### config.mk
export PLATFORM = sky130hd
export DESIGN_NAME = rainflow_cycle_counter_flat
export DESIGN_NICKNAME = d
export VERILOG_FILES = /design/src/rtl/core/rfc_pkg.sv /design/src/rtl/core/rfc_if.sv /design/src/rtl/core/rfc_ram.sv /design/src/rtl/core/rfc_detect.sv /design/src/rtl/core/rfc_out.sv /design/src/rtl/core/rfc_ctrl.sv /design/src/rtl/core/rainflow_cycle_counter.sv /design/src/flat_wrapper.sv
export VERILOG_INCLUDE_DIRS = /design/src /design/src/rtl/core
export SDC_FILE = /design/constraint.sdc
export NUM_CORES = 1
export LEC_CHECK = 0
export BUFFER_PORTS_ARGS = -buffer_cell sky130_fd_sc_hd__buf_2
export CAP_MARGIN = 20
export CORE_MARGIN = 1
export CORE_UTILIZATION = 57
export DETAILED_ROUTE_END_ITERATION = 8
export MAX_ROUTING_LAYER = met4
export PLACE_DENSITY = 0.8
export SLEW_MARGIN = 20
export SYNTH_ARGS = -nofsm -noshare
export SYNTH_HDL_FRONTEND = slang
export SYNTH_SLANG_ARGS = --single-unit
### constraint.sdc
create_clock -name clk_i -period 7.3 [get_ports clk_i]
set_clock_uncertainty 0.2 [all_clocks]
set_input_delay 1.095 -clock clk_i [delete_from_list [all_inputs] [get_ports clk_i]]
set_output_delay 1.095 -clock clk_i [all_outputs]
set_load 0.05 [all_outputs]
### src/rtl/core/assert_macros.svh
// Assertion shorthands shared by the core RTL.
// All of them sample on clk_i and are disabled while rst_ni is low.
`ifndef ASSERT_MACROS_SVH
`define ASSERT_MACROS_SVH

// Expression holds at every clock edge
`define ASSERT_ALWAYS(label, expr, msg) \
  label: assert property (@(posedge clk_i) disable iff (!rst_ni) (expr)) \
    else $error(msg);

// Same-cycle implication
`define ASSERT_IMPL(label, ante, cons, msg) \
  label: assert property (@(posedge clk_i) disable iff (!rst_ni) (ante) |-> (cons)) \
    else $error(msg);

// Next-cycle implication
`define ASSERT_NEXT(label, ante, cons, msg) \
  label: assert property (@(posedge clk_i) disable iff (!rst_ni) (ante) |=> (cons)) \
    else $error(msg);

`endif

### src/rtl/core/rfc_pkg.sv
`timescale 1ns / 1ps

package rfc_pkg;

  localparam int SAMPLE_BITS = 16;
  localparam int STACK_DEPTH = 32;
  localparam int ADDR_W      = $clog2(STACK_DEPTH);
  localparam int FILL_W      = $clog2(STACK_DEPTH + 1);

  typedef logic signed [SAMPLE_BITS-1:0] sample_t;
  typedef logic        [SAMPLE_BITS-1:0] range_t;
  typedef logic        [FILL_W-1:0]      fill_t;
  typedef logic        [ADDR_W-1:0]      addr_t;

  typedef enum logic [1:0] {
    KIND_FULL = 2'd0,
    KIND_HALF = 2'd1,
    KIND_OVFL = 2'd2
  } kind_e;

  // Up to two stack pushes requested by one input word
  typedef struct packed {
    logic    push_a;
    sample_t val_a;
    logic    push_b;
    sample_t val_b;
    logic    eor;
  } job_t;

  // One counted range
  typedef struct packed {
    kind_e   kind;
    range_t  cyc_range;
    sample_t start_v;
    sample_t end_v;
  } rec_t;

  // |a - b| without overflow
  function automatic range_t span(sample_t a, sample_t b);
    logic signed [SAMPLE_BITS:0] diff;
    diff = (SAMPLE_BITS + 1)'(a) - (SAMPLE_BITS + 1)'(b);
    if (diff < 0) begin
      diff = -diff;
    end
    return diff[SAMPLE_BITS-1:0];
  endfunction

endpackage

### src/rtl/core/rfc_if.sv
`timescale 1ns / 1ps

// Sample stream
interface rfc_in_if;
  logic             valid;
  logic             ready;
  rfc_pkg::sample_t sample;
  logic             end_of_record;

  modport source (output valid, sample, end_of_record, input ready);
  modport sink   (input valid, sample, end_of_record, output ready);
endinterface

// Counted-range stream
interface rfc_out_if;
  logic             valid;
  logic             ready;
  logic [1:0]       record_kind;
  rfc_pkg::range_t  cycle_range;
  rfc_pkg::sample_t start_value;
  rfc_pkg::sample_t end_value;
  logic             last_of_run;

  modport source (output valid, record_kind, cycle_range, start_value, end_value,
                  last_of_run, input ready);
  modport sink   (input valid, record_kind, cycle_range, start_value, end_value,
                  last_of_run, output ready);
endinterface

### src/rtl/core/rfc_ram.sv
`timescale 1ns / 1ps

module rfc_ram #(
  parameter int Width = 16,
  parameter int Depth = 32
) (
  input  logic                     clk_i,
  input  logic                     we_i,
  input  logic [$clog2(Depth)-1:0] waddr_i,
  input  logic [Width-1:0]         wdata_i,
  input  logic                     re_i,
  input  logic [$clog2(Depth)-1:0] raddr_i,
  output logic [Width-1:0]         rdata_o
);

  logic [Width-1:0] mem_q [Depth];
  logic [Width-1:0] rdata_q;

  // one write port, one registered read port
  always_ff @(posedge clk_i) begin
    if (we_i) begin
      mem_q[waddr_i] <= wdata_i;
    end
    if (re_i) begin
      rdata_q <= mem_q[raddr_i];
    end
  end

  assign rdata_o = rdata_q;

endmodule

### src/rtl/core/rfc_detect.sv
`timescale 1ns / 1ps

module rfc_detect (
  input  logic          clk_i,
  input  logic          rst_ni,
  rfc_in_if.sink        in_i,
  input  logic          idle_i,
  output logic          job_vld_o,
  output rfc_pkg::job_t job_o
);

  localparam int W = rfc_pkg::SAMPLE_BITS;

  rfc_pkg::sample_t prev_q, prev_d;
  rfc_pkg::sample_t sbp_q, sbp_d;
  logic [1:0]       seen_q, seen_d;
  logic             accept;
  logic signed [W:0] slope_in, slope_out;
  logic             rev;

  assign in_i.ready = idle_i;
  assign accept     = in_i.valid & idle_i;
  assign job_vld_o  = accept;

  // slope reversal at the previous sample
  always_comb begin
    slope_in  = (W + 1)'(prev_q) - (W + 1)'(sbp_q);
    slope_out = (W + 1)'(in_i.sample) - (W + 1)'(prev_q);
    rev = ((slope_in > 0) && (slope_out <= 0)) || ((slope_in < 0) && (slope_out >= 0));
  end

  // pushes for this word: first sample, reversal, last sample
  always_comb begin
    job_o.eor    = in_i.end_of_record;
    job_o.val_b  = in_i.sample;
    job_o.push_b = in_i.end_of_record;
    if (seen_q == 2'd0) begin
      job_o.push_a = 1'b1;
      job_o.val_a  = in_i.sample;
    end else begin
      job_o.push_a = seen_q[1] & rev;
      job_o.val_a  = prev_q;
    end
  end

  // history update; end of record clears it
  always_comb begin
    prev_d = prev_q;
    sbp_d  = sbp_q;
    seen_d = seen_q;
    if (accept) begin
      if (in_i.end_of_record) begin
        prev_d = '0;
        sbp_d  = '0;
        seen_d = '0;
      end else begin
        prev_d = in_i.sample;
        sbp_d  = prev_q;
        seen_d = seen_q[1] ? seen_q : seen_q + 2'd1;
      end
    end
  end

  always_ff @(posedge clk_i or negedge rst_ni) begin
    if (!rst_ni) begin
      prev_q <= '0;
      sbp_q  <= '0;
      seen_q <= '0;
    end else begin
      prev_q <= prev_d;
      sbp_q  <= sbp_d;
      seen_q <= seen_d;
    end
  end

endmodule

### src/rtl/core/rfc_out.sv
`timescale 1ns / 1ps

`include "assert_macros.svh"

module rfc_out (
  input  logic          clk_i,
  input  logic          rst_ni,
  input  logic          rec_vld_i,
  input  rfc_pkg::rec_t rec_i,
  input  logic          close_i,
  output logic          ok_o,
  rfc_out_if.source     out_o
);

  rfc_pkg::rec_t pend_q, pend_d;
  logic          pend_vld_q, pend_vld_d;
  rfc_pkg::rec_t out_q, out_d;
  logic          out_vld_q, out_vld_d;
  logic          last_q, last_d;
  logic          move;

  // one record is held back until we know whether another follows
  assign ok_o = !(pend_vld_q && out_vld_q && !out_o.ready);
  assign move = ok_o && pend_vld_q && (rec_vld_i || close_i);

  always_comb begin
    out_d      = out_q;
    last_d     = last_q;
    out_vld_d  = out_vld_q;
    pend_d     = pend_q;
    pend_vld_d = pend_vld_q;
    if (move) begin
      out_d     = pend_q;
      last_d    = close_i;
      out_vld_d = 1'b1;
    end else if (out_o.ready) begin
      out_vld_d = 1'b0;
    end
    if (ok_o && rec_vld_i) begin
      pend_d     = rec_i;
      pend_vld_d = 1'b1;
    end else if (ok_o && close_i) begin
      pend_vld_d = 1'b0;
    end
  end

  always_ff @(posedge clk_i or negedge rst_ni) begin
    if (!rst_ni) begin
      out_vld_q  <= 1'b0;
      pend_vld_q <= 1'b0;
    end else begin
      out_vld_q  <= out_vld_d;
      pend_vld_q <= pend_vld_d;
    end
  end

  always_ff @(posedge clk_i) begin
    out_q  <= out_d;
    last_q <= last_d;
    pend_q <= pend_d;
  end

  assign out_o.valid       = out_vld_q;
  assign out_o.record_kind = out_q.kind;
  assign out_o.cycle_range = out_q.cyc_range;
  assign out_o.start_value = out_q.start_v;
  assign out_o.end_value   = out_q.end_v;
  assign out_o.last_of_run = last_q;

  `ASSERT_IMPL(rec_close_excl, rec_vld_i, !close_i, "record and close in one cycle")
  `ASSERT_NEXT(close_drains, close_i && ok_o, !pend_vld_q, "held record kept after close")
  `ASSERT_NEXT(rec_taken, rec_vld_i && ok_o, pend_vld_q, "granted record not held")

endmodule

### src/rtl/core/rfc_ctrl.sv
`timescale 1ns / 1ps

`include "assert_macros.svh"

module rfc_ctrl (
  input  logic          clk_i,
  input  logic          rst_ni,
  input  logic          job_vld_i,
  input  rfc_pkg::job_t job_i,
  output logic          idle_o,
  output logic          rec_vld_o,
  output rfc_pkg::rec_t rec_o,
  output logic          close_o,
  input  logic          ok_i
);

  localparam int FW = rfc_pkg::FILL_W;
  localparam int AW = rfc_pkg::ADDR_W;

  localparam logic [3:0] S_IDLE  = 4'd0;
  localparam logic [3:0] S_PUSH  = 4'd1;
  localparam logic [3:0] S_CHECK = 4'd2;
  localparam logic [3:0] S_REF1  = 4'd3;
  localparam logic [3:0] S_REF2  = 4'd4;
  localparam logic [3:0] S_REF3  = 4'd5;
  localparam logic [3:0] S_FLRD  = 4'd6;
  localparam logic [3:0] S_FLUSE = 4'd7;
  localparam logic [3:0] S_FIN   = 4'd8;

  localparam rfc_pkg::fill_t F2        = FW'(2);
  localparam rfc_pkg::fill_t F3        = FW'(3);
  localparam rfc_pkg::fill_t FILL_FULL = FW'(rfc_pkg::STACK_DEPTH);

  logic [3:0]       state_q, state_d;
  rfc_pkg::fill_t   fill_q, fill_d;
  rfc_pkg::fill_t   idx_q, idx_d;
  // top three stack entries: c0 newest; memory holds everything below them
  rfc_pkg::sample_t c0_q, c0_d, c1_q, c1_d, c2_q, c2_d;
  rfc_pkg::sample_t pa_q, pa_d, pb_q, pb_d, fprev_q, fprev_d;
  logic             pa_vld_q, pa_vld_d, pb_vld_q, pb_vld_d, eor_q, eor_d;

  logic             we, re;
  rfc_pkg::addr_t   waddr, raddr;
  logic [rfc_pkg::SAMPLE_BITS-1:0] rdata;
  rfc_pkg::sample_t ram_v, cur_v, cache_v, fl_v;
  rfc_pkg::range_t  x_rng, y_rng;
  rfc_pkg::fill_t   fill_m2, fill_m3, kidx;
  logic [FW:0]      idx_p3;
  logic             rule, from_ram, fl_emit;
  logic [3:0]       after_st;

  rfc_ram #(
    .Width (rfc_pkg::SAMPLE_BITS),
    .Depth (rfc_pkg::STACK_DEPTH)
  ) u_stack (
    .clk_i   (clk_i),
    .we_i    (we),
    .waddr_i (waddr),
    .wdata_i (c2_q),
    .re_i    (re),
    .raddr_i (raddr),
    .rdata_o (rdata)
  );

  // datapath helpers
  always_comb begin
    ram_v    = rfc_pkg::sample_t'(rdata);
    cur_v    = pa_vld_q ? pa_q : pb_q;
    x_rng    = rfc_pkg::span(c0_q, c1_q);
    y_rng    = rfc_pkg::span(c1_q, c2_q);
    rule     = (fill_q >= F3) && (x_rng >= y_rng) && (y_rng != '0);
    fill_m2  = fill_q - F2;
    fill_m3  = fill_q - F3;
    idx_p3   = {1'b0, idx_q} + (FW + 1)'(3);
    from_ram = idx_p3 < {1'b0, fill_q};
    kidx     = fill_q - idx_q - FW'(1);
    case (kidx[1:0])
      2'd0:    cache_v = c0_q;
      2'd1:    cache_v = c1_q;
      default: cache_v = c2_q;
    endcase
    fl_v     = from_ram ? ram_v : cache_v;
    fl_emit  = (idx_q != '0) && (fl_v != fprev_q);
    if (pa_vld_q || pb_vld_q) begin
      after_st = S_PUSH;
    end else if (eor_q) begin
      after_st = S_FLRD;
    end else begin
      after_st = S_FIN;
    end
  end

  // sequencer
  always_comb begin
    state_d   = state_q;
    fill_d    = fill_q;
    idx_d     = idx_q;
    c0_d      = c0_q;
    c1_d      = c1_q;
    c2_d      = c2_q;
    pa_d      = pa_q;
    pb_d      = pb_q;
    pa_vld_d  = pa_vld_q;
    pb_vld_d  = pb_vld_q;
    eor_d     = eor_q;
    fprev_d   = fprev_q;
    we        = 1'b0;
    waddr     = fill_m3[AW-1:0];
    re        = 1'b0;
    raddr     = '0;
    rec_vld_o = 1'b0;
    rec_o     = '{kind: rfc_pkg::KIND_HALF, cyc_range: y_rng, start_v: c2_q, end_v: c1_q};
    close_o   = 1'b0;
    case (state_q)
      S_IDLE: begin
        if (job_vld_i) begin
          pa_vld_d = job_i.push_a;
          pa_d     = job_i.val_a;
          pb_vld_d = job_i.push_b;
          pb_d     = job_i.val_b;
          eor_d    = job_i.eor;
          idx_d    = '0;
          if (job_i.push_a || job_i.push_b) begin
            state_d = S_PUSH;
          end else if (job_i.eor) begin
            state_d = S_FLRD;
          end else begin
            state_d = S_FIN;
          end
        end
      end
      S_PUSH: begin
        if (fill_q == FILL_FULL) begin
          // stack full: drop the point and warn
          rec_vld_o = 1'b1;
          rec_o     = '{kind: rfc_pkg::KIND_OVFL, cyc_range: '0, start_v: cur_v, end_v: '0};
        end
        if (fill_q != FILL_FULL || ok_i) begin
          if (fill_q != FILL_FULL) begin
            we     = fill_q >= F3;
            c2_d   = c1_q;
            c1_d   = c0_q;
            c0_d   = cur_v;
            fill_d = fill_q + FW'(1);
          end
          if (pa_vld_q) begin
            pa_vld_d = 1'b0;
          end else begin
            pb_vld_d = 1'b0;
          end
          state_d = S_CHECK;
        end
      end
      S_CHECK: begin
        if (rule) begin
          rec_vld_o = 1'b1;
          rec_o.kind = (fill_q == F3) ? rfc_pkg::KIND_HALF : rfc_pkg::KIND_FULL;
          if (ok_i) begin
            if (fill_q == F3) begin
              // start point dropped; remaining two stay cached
              fill_d = F2;
            end else begin
              fill_d  = fill_m2;
              state_d = S_REF1;
            end
          end
        end else begin
          state_d = after_st;
        end
      end
      S_REF1: begin
        re      = 1'b1;
        raddr   = fill_m2[AW-1:0];
        state_d = S_REF2;
      end
      S_REF2: begin
        c1_d = ram_v;
        if (fill_q >= F3) begin
          re      = 1'b1;
          raddr   = fill_m3[AW-1:0];
          state_d = S_REF3;
        end else begin
          state_d = S_CHECK;
        end
      end
      S_REF3: begin
        c2_d    = ram_v;
        state_d = S_CHECK;
      end
      S_FLRD: begin
        if (idx_q == fill_q) begin
          state_d = S_FIN;
        end else begin
          re      = from_ram;
          raddr   = idx_q[AW-1:0];
          state_d = S_FLUSE;
        end
      end
      S_FLUSE: begin
        rec_vld_o = fl_emit;
        rec_o     = '{kind: rfc_pkg::KIND_HALF, cyc_range: rfc_pkg::span(fprev_q, fl_v),
                      start_v: fprev_q, end_v: fl_v};
        if (!fl_emit || ok_i) begin
          fprev_d = fl_v;
          idx_d   = idx_q + FW'(1);
          state_d = S_FLRD;
        end
      end
      S_FIN: begin
        close_o = 1'b1;
        if (ok_i) begin
          if (eor_q) begin
            fill_d = '0;
          end
          state_d = S_IDLE;
        end
      end
      default: begin
        state_d = S_IDLE;
      end
    endcase
  end

  always_ff @(posedge clk_i or negedge rst_ni) begin
    if (!rst_ni) begin
      state_q  <= S_IDLE;
      fill_q   <= '0;
      pa_vld_q <= 1'b0;
      pb_vld_q <= 1'b0;
      eor_q    <= 1'b0;
      idx_q    <= '0;
    end else begin
      state_q  <= state_d;
      fill_q   <= fill_d;
      pa_vld_q <= pa_vld_d;
      pb_vld_q <= pb_vld_d;
      eor_q    <= eor_d;
      idx_q    <= idx_d;
    end
  end

  always_ff @(posedge clk_i) begin
    c0_q    <= c0_d;
    c1_q    <= c1_d;
    c2_q    <= c2_d;
    pa_q    <= pa_d;
    pb_q    <= pb_d;
    fprev_q <= fprev_d;
  end

  assign idle_o = (state_q == S_IDLE);

  `ASSERT_ALWAYS(fill_bound, fill_q <= FILL_FULL, "stack fill beyond depth")
  `ASSERT_IMPL(no_rw_clash, we && re, waddr != raddr, "read and write of one entry")
  `ASSERT_IMPL(job_when_idle, job_vld_i, state_q == S_IDLE, "word taken while busy")

endmodule

### src/rtl/core/rainflow_cycle_counter.sv
// Channel  Dir  Fields                                              Accept
// in_i     in   sample, end_of_record                               valid & ready
// out_o    out  record_kind, cycle_range, start_value, end_value,   valid & ready
//               last_of_run
//
// A full cycle reloads the cached top entries through the stack memory's
// single read port, and end of record reads back every stack entry.
// Reset clears fill and history; the stack memory is not cleared. A
// stalled output holds one record and one more is kept back, after which
// the sequencer waits.
`timescale 1ns / 1ps

module rainflow_cycle_counter (
  input  logic      clk_i,
  input  logic      rst_ni,
  rfc_in_if.sink    in_i,
  rfc_out_if.source out_o
);

  logic          idle;
  logic          job_vld;
  rfc_pkg::job_t job;
  logic          rec_vld;
  rfc_pkg::rec_t rec;
  logic          close;
  logic          ok;

  rfc_detect u_detect (
    .clk_i     (clk_i),
    .rst_ni    (rst_ni),
    .in_i      (in_i),
    .idle_i    (idle),
    .job_vld_o (job_vld),
    .job_o     (job)
  );

  rfc_ctrl u_ctrl (
    .clk_i     (clk_i),
    .rst_ni    (rst_ni),
    .job_vld_i (job_vld),
    .job_i     (job),
    .idle_o    (idle),
    .rec_vld_o (rec_vld),
    .rec_o     (rec),
    .close_o   (close),
    .ok_i      (ok)
  );

  rfc_out u_out (
    .clk_i     (clk_i),
    .rst_ni    (rst_ni),
    .rec_vld_i (rec_vld),
    .rec_i     (rec),
    .close_i   (close),
    .ok_o      (ok),
    .out_o     (out_o)
  );

endmodule

### src/flat_wrapper.sv
// flat-port wrapper written by rule: the top's interface ports become plain ports
module rainflow_cycle_counter_flat 
  (clk_i, rst_ni, in_i_valid, in_i_sample, in_i_end_of_record, in_i_ready, out_o_valid, out_o_record_kind, out_o_cycle_range, out_o_start_value, out_o_end_value, out_o_last_of_run, out_o_ready);
  rfc_in_if in_i_i ();
  rfc_out_if out_o_i ();
  input  logic clk_i;
  input  logic rst_ni;
  input wire logic [$bits(in_i_i.valid)-1:0] in_i_valid;
  input wire logic [$bits(in_i_i.sample)-1:0] in_i_sample;
  input wire logic [$bits(in_i_i.end_of_record)-1:0] in_i_end_of_record;
  output wire logic [$bits(in_i_i.ready)-1:0] in_i_ready;
  output wire logic [$bits(out_o_i.valid)-1:0] out_o_valid;
  output wire logic [$bits(out_o_i.record_kind)-1:0] out_o_record_kind;
  output wire logic [$bits(out_o_i.cycle_range)-1:0] out_o_cycle_range;
  output wire logic [$bits(out_o_i.start_value)-1:0] out_o_start_value;
  output wire logic [$bits(out_o_i.end_value)-1:0] out_o_end_value;
  output wire logic [$bits(out_o_i.last_of_run)-1:0] out_o_last_of_run;
  input wire logic [$bits(out_o_i.ready)-1:0] out_o_ready;
  assign in_i_i.valid = in_i_valid;
  assign in_i_i.sample = in_i_sample;
  assign in_i_i.end_of_record = in_i_end_of_record;
  assign in_i_ready = in_i_i.ready;
  assign out_o_valid = out_o_i.valid;
  assign out_o_record_kind = out_o_i.record_kind;
  assign out_o_cycle_range = out_o_i.cycle_range;
  assign out_o_start_value = out_o_i.start_value;
  assign out_o_end_value = out_o_i.end_value;
  assign out_o_last_of_run = out_o_i.last_of_run;
  assign out_o_i.ready = out_o_ready;
  rainflow_cycle_counter u_core (.clk_i(clk_i), .rst_ni(rst_ni), .in_i(in_i_i), .out_o(out_o_i));
endmodule
# Word level (Yosys, flattened, before mapping)
# Memories as Yosys holds them, arrays and structs flattened. A register that Yosys moved wholly into a read port is not among the register bits.
# Cells that the tools add are included.
[word_totals]
reg_bits = 252
mem_bits_rw = 512
inputBits = 21
out_inout_bits = 53
elab_cells = 198
mem_count = 1
[classes]
add_sub_neg = 16
order_cmp = 10
eq_ne = 26
n_mux = 73
n_bitwise = 2
n_reduce_logical = 43
[mem_list]
columns = ["name", "depth", "word_bits", "read_ports", "rd_clocked_by_memory_dff", "wr", "line", "source"]
rows = [
  ["u_core.u_ctrl.u_stack.mem_q", 32, 16, 1, 1, 1, "rfc_ram.sv:16", "logic [Width-1:0] mem_q [Depth];"],
]
[ops]
columns = ["operator", "count"]
rows = [
  ["2-to-1 mux 16 bit", 11],
  ["one-hot mux 16 bit (2 select lines)", 3],
  ["one-hot mux 48 bit (2 select lines)", 1],
  ["subtractor 16 x 16 -> 17 bit", 5],
  ["less-than comparator 17 x 1 -> 1 bit (second input constant)", 4],
  ["2-to-1 mux 6 bit", 9],
  ["2-to-1 mux 50 bit", 1],
  ["2-to-1 mux 4 bit", 12],
  ["negator 16 bit", 3],
  ["one-hot mux 4 bit (9 select lines)", 1],
  ["2-to-1 mux 1 bit", 21],
  ["inequality test 2 bit (second input constant)", 9],
  ["one-hot mux 6 bit (3 select lines)", 1],
  [">= comparator 17 x 1 -> 1 bit (second input constant)", 1],
  ["greater-than comparator 17 x 1 -> 1 bit (second input constant)", 1],
  ["less-or-equal comparator 17 x 1 -> 1 bit (second input constant)", 1],
  ["2-to-1 mux 17 bit", 1],
  ["equality test 4 x 3 -> 1 bit (second input constant)", 4],
  [">= comparator 16 bit", 1],
  ["inequality test 16 bit", 1],
  ["nonzero test 16 bit", 1],
  ["one-hot mux 5 bit (3 select lines)", 1],
  ["AND reduction 3 bit", 5],
  ["adder 6 x 1 -> 6 bit (second input constant)", 2],
  ["38 further kinds", 70],
]

# Longest topological paths before layout
[logic_depth]
ltp_word = 11
mapped_depth = 28
ltp_nobuf = 28

# By module
# Synthesis repeated with hierarchy kept, for this count alone.
[unflattened]
hier_cells = 2827
area_unflattened_um2 = 37541.0
[modules_own_cells]
columns = ["module", "n_inst", "cells_each", "area_each_um2"]
rows = [
  ["rfc_ram", 1, 1143, 20694.8],
  ["rfc_ctrl", 1, 1177, 10533.9],
  ["rfc_out", 1, 113, 3160.5],
  ["rfc_detect", 1, 394, 3151.8],
]

# Worst setup path before layout
# No wires, ideal clock.
[synth_path]
path_type = "register to register"
from = "reg u_core.u_ctrl.c2_q[7]"
to = "reg u_core.u_out.out_q, in the netlist u_core.u_out.out_o.cycle_range[0], enable pin"
setup_ns = 0.477
arrival_time_ns = 6.875
path_slack_ns = -0.251
path_stages_with_launch = 24
path_buffers = 1
path_cell_list = "edfxtp_1 -> inv_1 -> ha_1 -> and3_1 -> o211ai_1 -> a21oi_1 -> o21a_1 -> o21ai_0 -> clkbuf_1 -> nand2_1 -> xor2_1 -> ha_1 -> nand2_1 -> o21ai_0 -> a2111oi_0 -> nor3_1 -> o21a_1 -> o21ai_0 -> nand2b_1 -> maj3_1 -> o211ai_1 -> a211oi_2 -> a221oi_2 -> a21oi_1"
[synth_via]
elab_chain_len = 10
elab_cells_between_ends = 16
cone_classes = "2 x add/sub; 2 x order compare; 1 x eq/ne; 5 x mux; 6 x reduce/logical"
[synth_lines]
columns = ["element", "line", "source"]
rows = [
  ["start, declared", "rfc_ctrl.sv:38", "rfc_pkg::sample_t c0_q, c0_d, c1_q, c1_d, c2_q, c2_d;"],
  ["start signal, assigned", "rfc_ctrl.sv:245", "c2_q <= c2_d;"],
  ["subtractor 16 x 16 -> 17 bit", "rfc_pkg.sv:41", "diff = (SAMPLE_BITS + 1)'(a) - (SAMPLE_BITS + 1)'(b);"],
  ["negator 16 bit / less-than comparator 17 x 1 -> 1 bit (equally long branches)", "rfc_pkg.sv:43, rfc_pkg.sv:42", ""],
  ["2-to-1 mux 16 bit", "rfc_pkg.sv:42", "if (diff < 0) begin"],
  [">= comparator 16 bit", "rfc_ctrl.sv:71", "rule = (fill_q >= F3) && (x_rng >= y_rng) && (y_rng != '0);"],
  ["logical AND 1 bit (2 in a row)", "rfc_ctrl.sv:71", ""],
  ["2-to-1 mux 1 bit", "rfc_ctrl.sv:155", "if (rule) begin"],
  ["one-hot mux 1 bit (3 select lines) (*)", "rfc_ctrl.sv:114", "case (state_q)"],
  ["logical OR 1 bit (*)", "rfc_out.sv:24", "assign move = ok_o && pend_vld_q && (rec_vld_i || close_i);"],
  ["logical AND 1 bit (*)", "rfc_out.sv:24", ""],
  ["net u_core.u_out.move", "rfc_out.sv:20", "logic move;"],
  ["end signal, assigned", "rfc_out.sv:58", "out_q <= out_d;"],
  ["end, declared", "rfc_out.sv:17", "rfc_pkg::rec_t out_q, out_d;"],
]
# Mark *: on every way through the listed nets, which the timed path passes. The rest lies on a longest branch.
# A chain may end at the register's enable or synchronous reset.

==> results.cfg <==
[run_status]
outcome = finished, final reports clean

[sta]
hold_ws_ps = 217
rsz0062_at_grt = false
worst_slew_pin_slew_ps = 1110
finalCriticalPeriod_ps = 6840
hold_viol = 0
slew_violations = 0
fin_crit_sh = 0.937
max_freq_ghz = 0.146
relSlewSlack = 0.260
fin_setup_tns_ps = 0
setup_viol = 0

[detailed_routing]
wl_um = 100000
firstDrtPassIters = 6
num_vias = 26800
drt_iter0_drc = 3425
wire_per_inst_um = 24.3
viasPerCell = 6.52
ant_nets = 0
drc_errors = 0

[global_route]
grt_max_degree = 191
grtUsageTotal = 0.306
grt_pass1_vias = 25900
antenna_found_initial = 2
overflow = 0
grt_pass1_wl_um = 151000

[yosys]
yosysWarningCount = 0
synth_top_cell_by_area = edfxtp_1
yosys-mux-area-fraction = 0.0192
ys_seq_area_frac = 0.616
synthFlopType = edfxtp_1
synth_compound_area_frac = 0.155
synth_fp_nets = 3268
ys_types = 92
synthesis.area_um2 = 37600
avgSynthCellArea_um2 = 12.0
netlist_instances = 3128
synthArstFlopShare = 0.0705
synth_edf_count = 725
yosys.area.top_type_share = 0.579
synth_top_family_by_area = compound AO/OA/AOI/OAI gates
synth_simple_gate_area_share = 0.115
synth_xor_area_frac = 0.0240
synth_common_cells = 725 x edfxtp_1, 436 x nand2_1, 185 x a211oi_1, 165 x o21ai_0, 156 x clkbuf_1
ys_seq_elements = 780
yosys-top-cells-area = edfxtp_1 58%, nand2_1 4.4%, ha_1 3.8%, a211oi_1 3.7%, dfrtp_1 3.7%
yosysMostFrequentCell = edfxtp_1
synth_fa_ha_area_frac = 0.0407

[worst_setup_path]
r2r_cells = 26
critPathMostFrequentCell = o21ai_0
worstSetupEndpointType = flip-flop
reg2reg_slack_ps = 460
crit_arrival_ps = 7120
cp_max_fo = 14
r2r_end = u_core.u_out.pend_q[47]
slowest_stage = dfrtp_1
path_class = flip-flop to flip-flop
crit_end = u_core.u_out.pend_q[47]
r2r_start = u_core.u_ctrl.idx_q[0]
cp.required_ps = 7590
crit_path_max_incr_delay_ps = 560
start_kind = flip-flop
worstSetupStartpoint = u_core.u_ctrl.idx_q[0]

[floorplan]
core_area_um2 = 64800
die_width_um = 259
dieHeight_um = 259
initial_core_util = 0.580
die_area_um2 = 67000
ioPinCount = 74
rows = 93

[place]
post_dp_cell_area_um2 = 39100
place_congestion = 1.06
io_buffers = 73
dp_hpwl_um = 64500
dp_cells = 3959

[finish]
fin_area_um2 = 41800
final_cells = 4114
drive_above_1_share = 0.110
fin_nets = 3332
num_antenna_cells = 0
synthToLayoutAreaGrowth_pct = 11.3

[worst_hold_path]
hp-class = flip-flop to flip-flop

[clock_network]
cts_made_buffers = 79
cts-root-buf = clkbuf_16
cts.sinks = 780
cts_tree = yes
clkLatencyLatePin_ps = 640
path_clk_slew_ps = 60
cts_buffer_depth = 3
htreeDepth = 3

[job]
drv_cap = 0
-- flip-flops by register name (all words and copies together) (netlist names), 2 cells and up --
name / cells
u_core.u_ctrl.c0_q: 16
u_core.u_ctrl.c1_q: 16
u_core.u_ctrl.c2_q: 16
u_core.u_ctrl.fill_q: 6
u_core.u_ctrl.fprev_q: 16
u_core.u_ctrl.idx_q: 6
u_core.u_ctrl.pa_q: 16
u_core.u_ctrl.pb_q: 16
u_core.u_ctrl.state_q: 4
u_core.u_ctrl.u_stack.mem_q: 512
u_core.u_ctrl.u_stack.rdata_o: 16
u_core.u_detect.prev_q: 16
u_core.u_detect.sbp_q: 16
u_core.u_detect.seen_q: 2
u_core.u_out.out_o.cycle_range: 16
u_core.u_out.out_o.end_value: 16
u_core.u_out.out_o.record_kind: 2
u_core.u_out.out_o.start_value: 16
u_core.u_out.pend_q: 50
-- per-layer routing --
metal	GRT usage	share of wire
met1	0.400	0.40
met2	0.477	0.47
met5	-	0
met4	0.136	0.044
met3	0.0461	0.085
-- worst max-delay path: cells and delay by family (launching register included) --
kind	cells	cell delay, ps
fa+ha+maj	3	930
xor+xnor	1	200
simple gates	5	870
flops	1	560
buf+inv	3	520
compound gates	12	2700
mux	2	690
-- stage by stage --
step | worst slack, ps | utilization
4_1_cts | 211 | 0.644
3_3_place_gp | 276 | 0.603
2_1_floorplan | 175 | -
3_5_place_dp | -44.7 | 0.603
6_report | 463 | 0.645
5_1_grt | 52.5 | 0.645
-- worst min-delay path by stage --
| stage | cells past startpoint | from | end |
|---|---|---|---|
| after global placement | 0 | u_core.u_out.pend_q[45] | u_core.u_out.out_o.cycle_range[13] |
| after detailed placement | 0 | u_core.u_out.pend_q[17] | u_core.u_out.out_o.start_value[1] |
| after global routing | 0 | u_core.u_out.pend_q[17] | u_core.u_out.out_o.start_value[1] |
| after CTS | 0 | u_core.u_out.pend_q[15] | u_core.u_out.out_o.end_value[15] |
| after floorplan | 0 | u_core.u_out.pend_q[32] | u_core.u_out.out_o.cycle_range[0] |
| final | 0 | u_core.u_out.pend_q[21] | u_core.u_out.out_o.start_value[5] |
-- placed cells by master (no fill, tap or decap), types with 79 or more instances in the layout --
cell / instances
a211oi_1: 185
a21oi_1: 107
a31oi_1: 80
and2_1: 107
clkbuf_16: 79
edfxtp_1: 725
ha_1: 115
inv_1: 122
nand2_1: 435
nor2_1: 114
o21ai_0: 163
-- what timing repair did --
action                                  4_1_cts  5_1_grt
pin swaps                                     0        1
hold buffers                                  0        0
gates resized for setup                       1        1
setup buffers                                 0        7
endpoints found under the hold margin         0        0
endpoints found under the setup margin       33       83
-- layout make-up --
type	count	area, um2
sequential	780	23100
fill	4737	23000
clock buffer	94	2040
multi-input combinational	2053	13400
timing repair buffer	155	1060
clock inverter	54	594
inverter	123	463
tap	855	1070
-- cells by family (layout without fill, tap and decap cells) --
| family | Yosys count | after routing |
|---|---|---|
| DFF | 780 | 780 |
| adders and majority gates | 120 | 120 |
| buffers and inverters | 295 | 426 |
| xor gates and xnor gates | 102 | 102 |
| and+or+nand+nor | 916 | 916 |
| AOI/OAI and AO/OA | 847 | 847 |
| muxes | 68 | 68 |
Power is not shown: default switching activity piles up to over one toggle a cycle in this logic, so the estimate is an artifact.
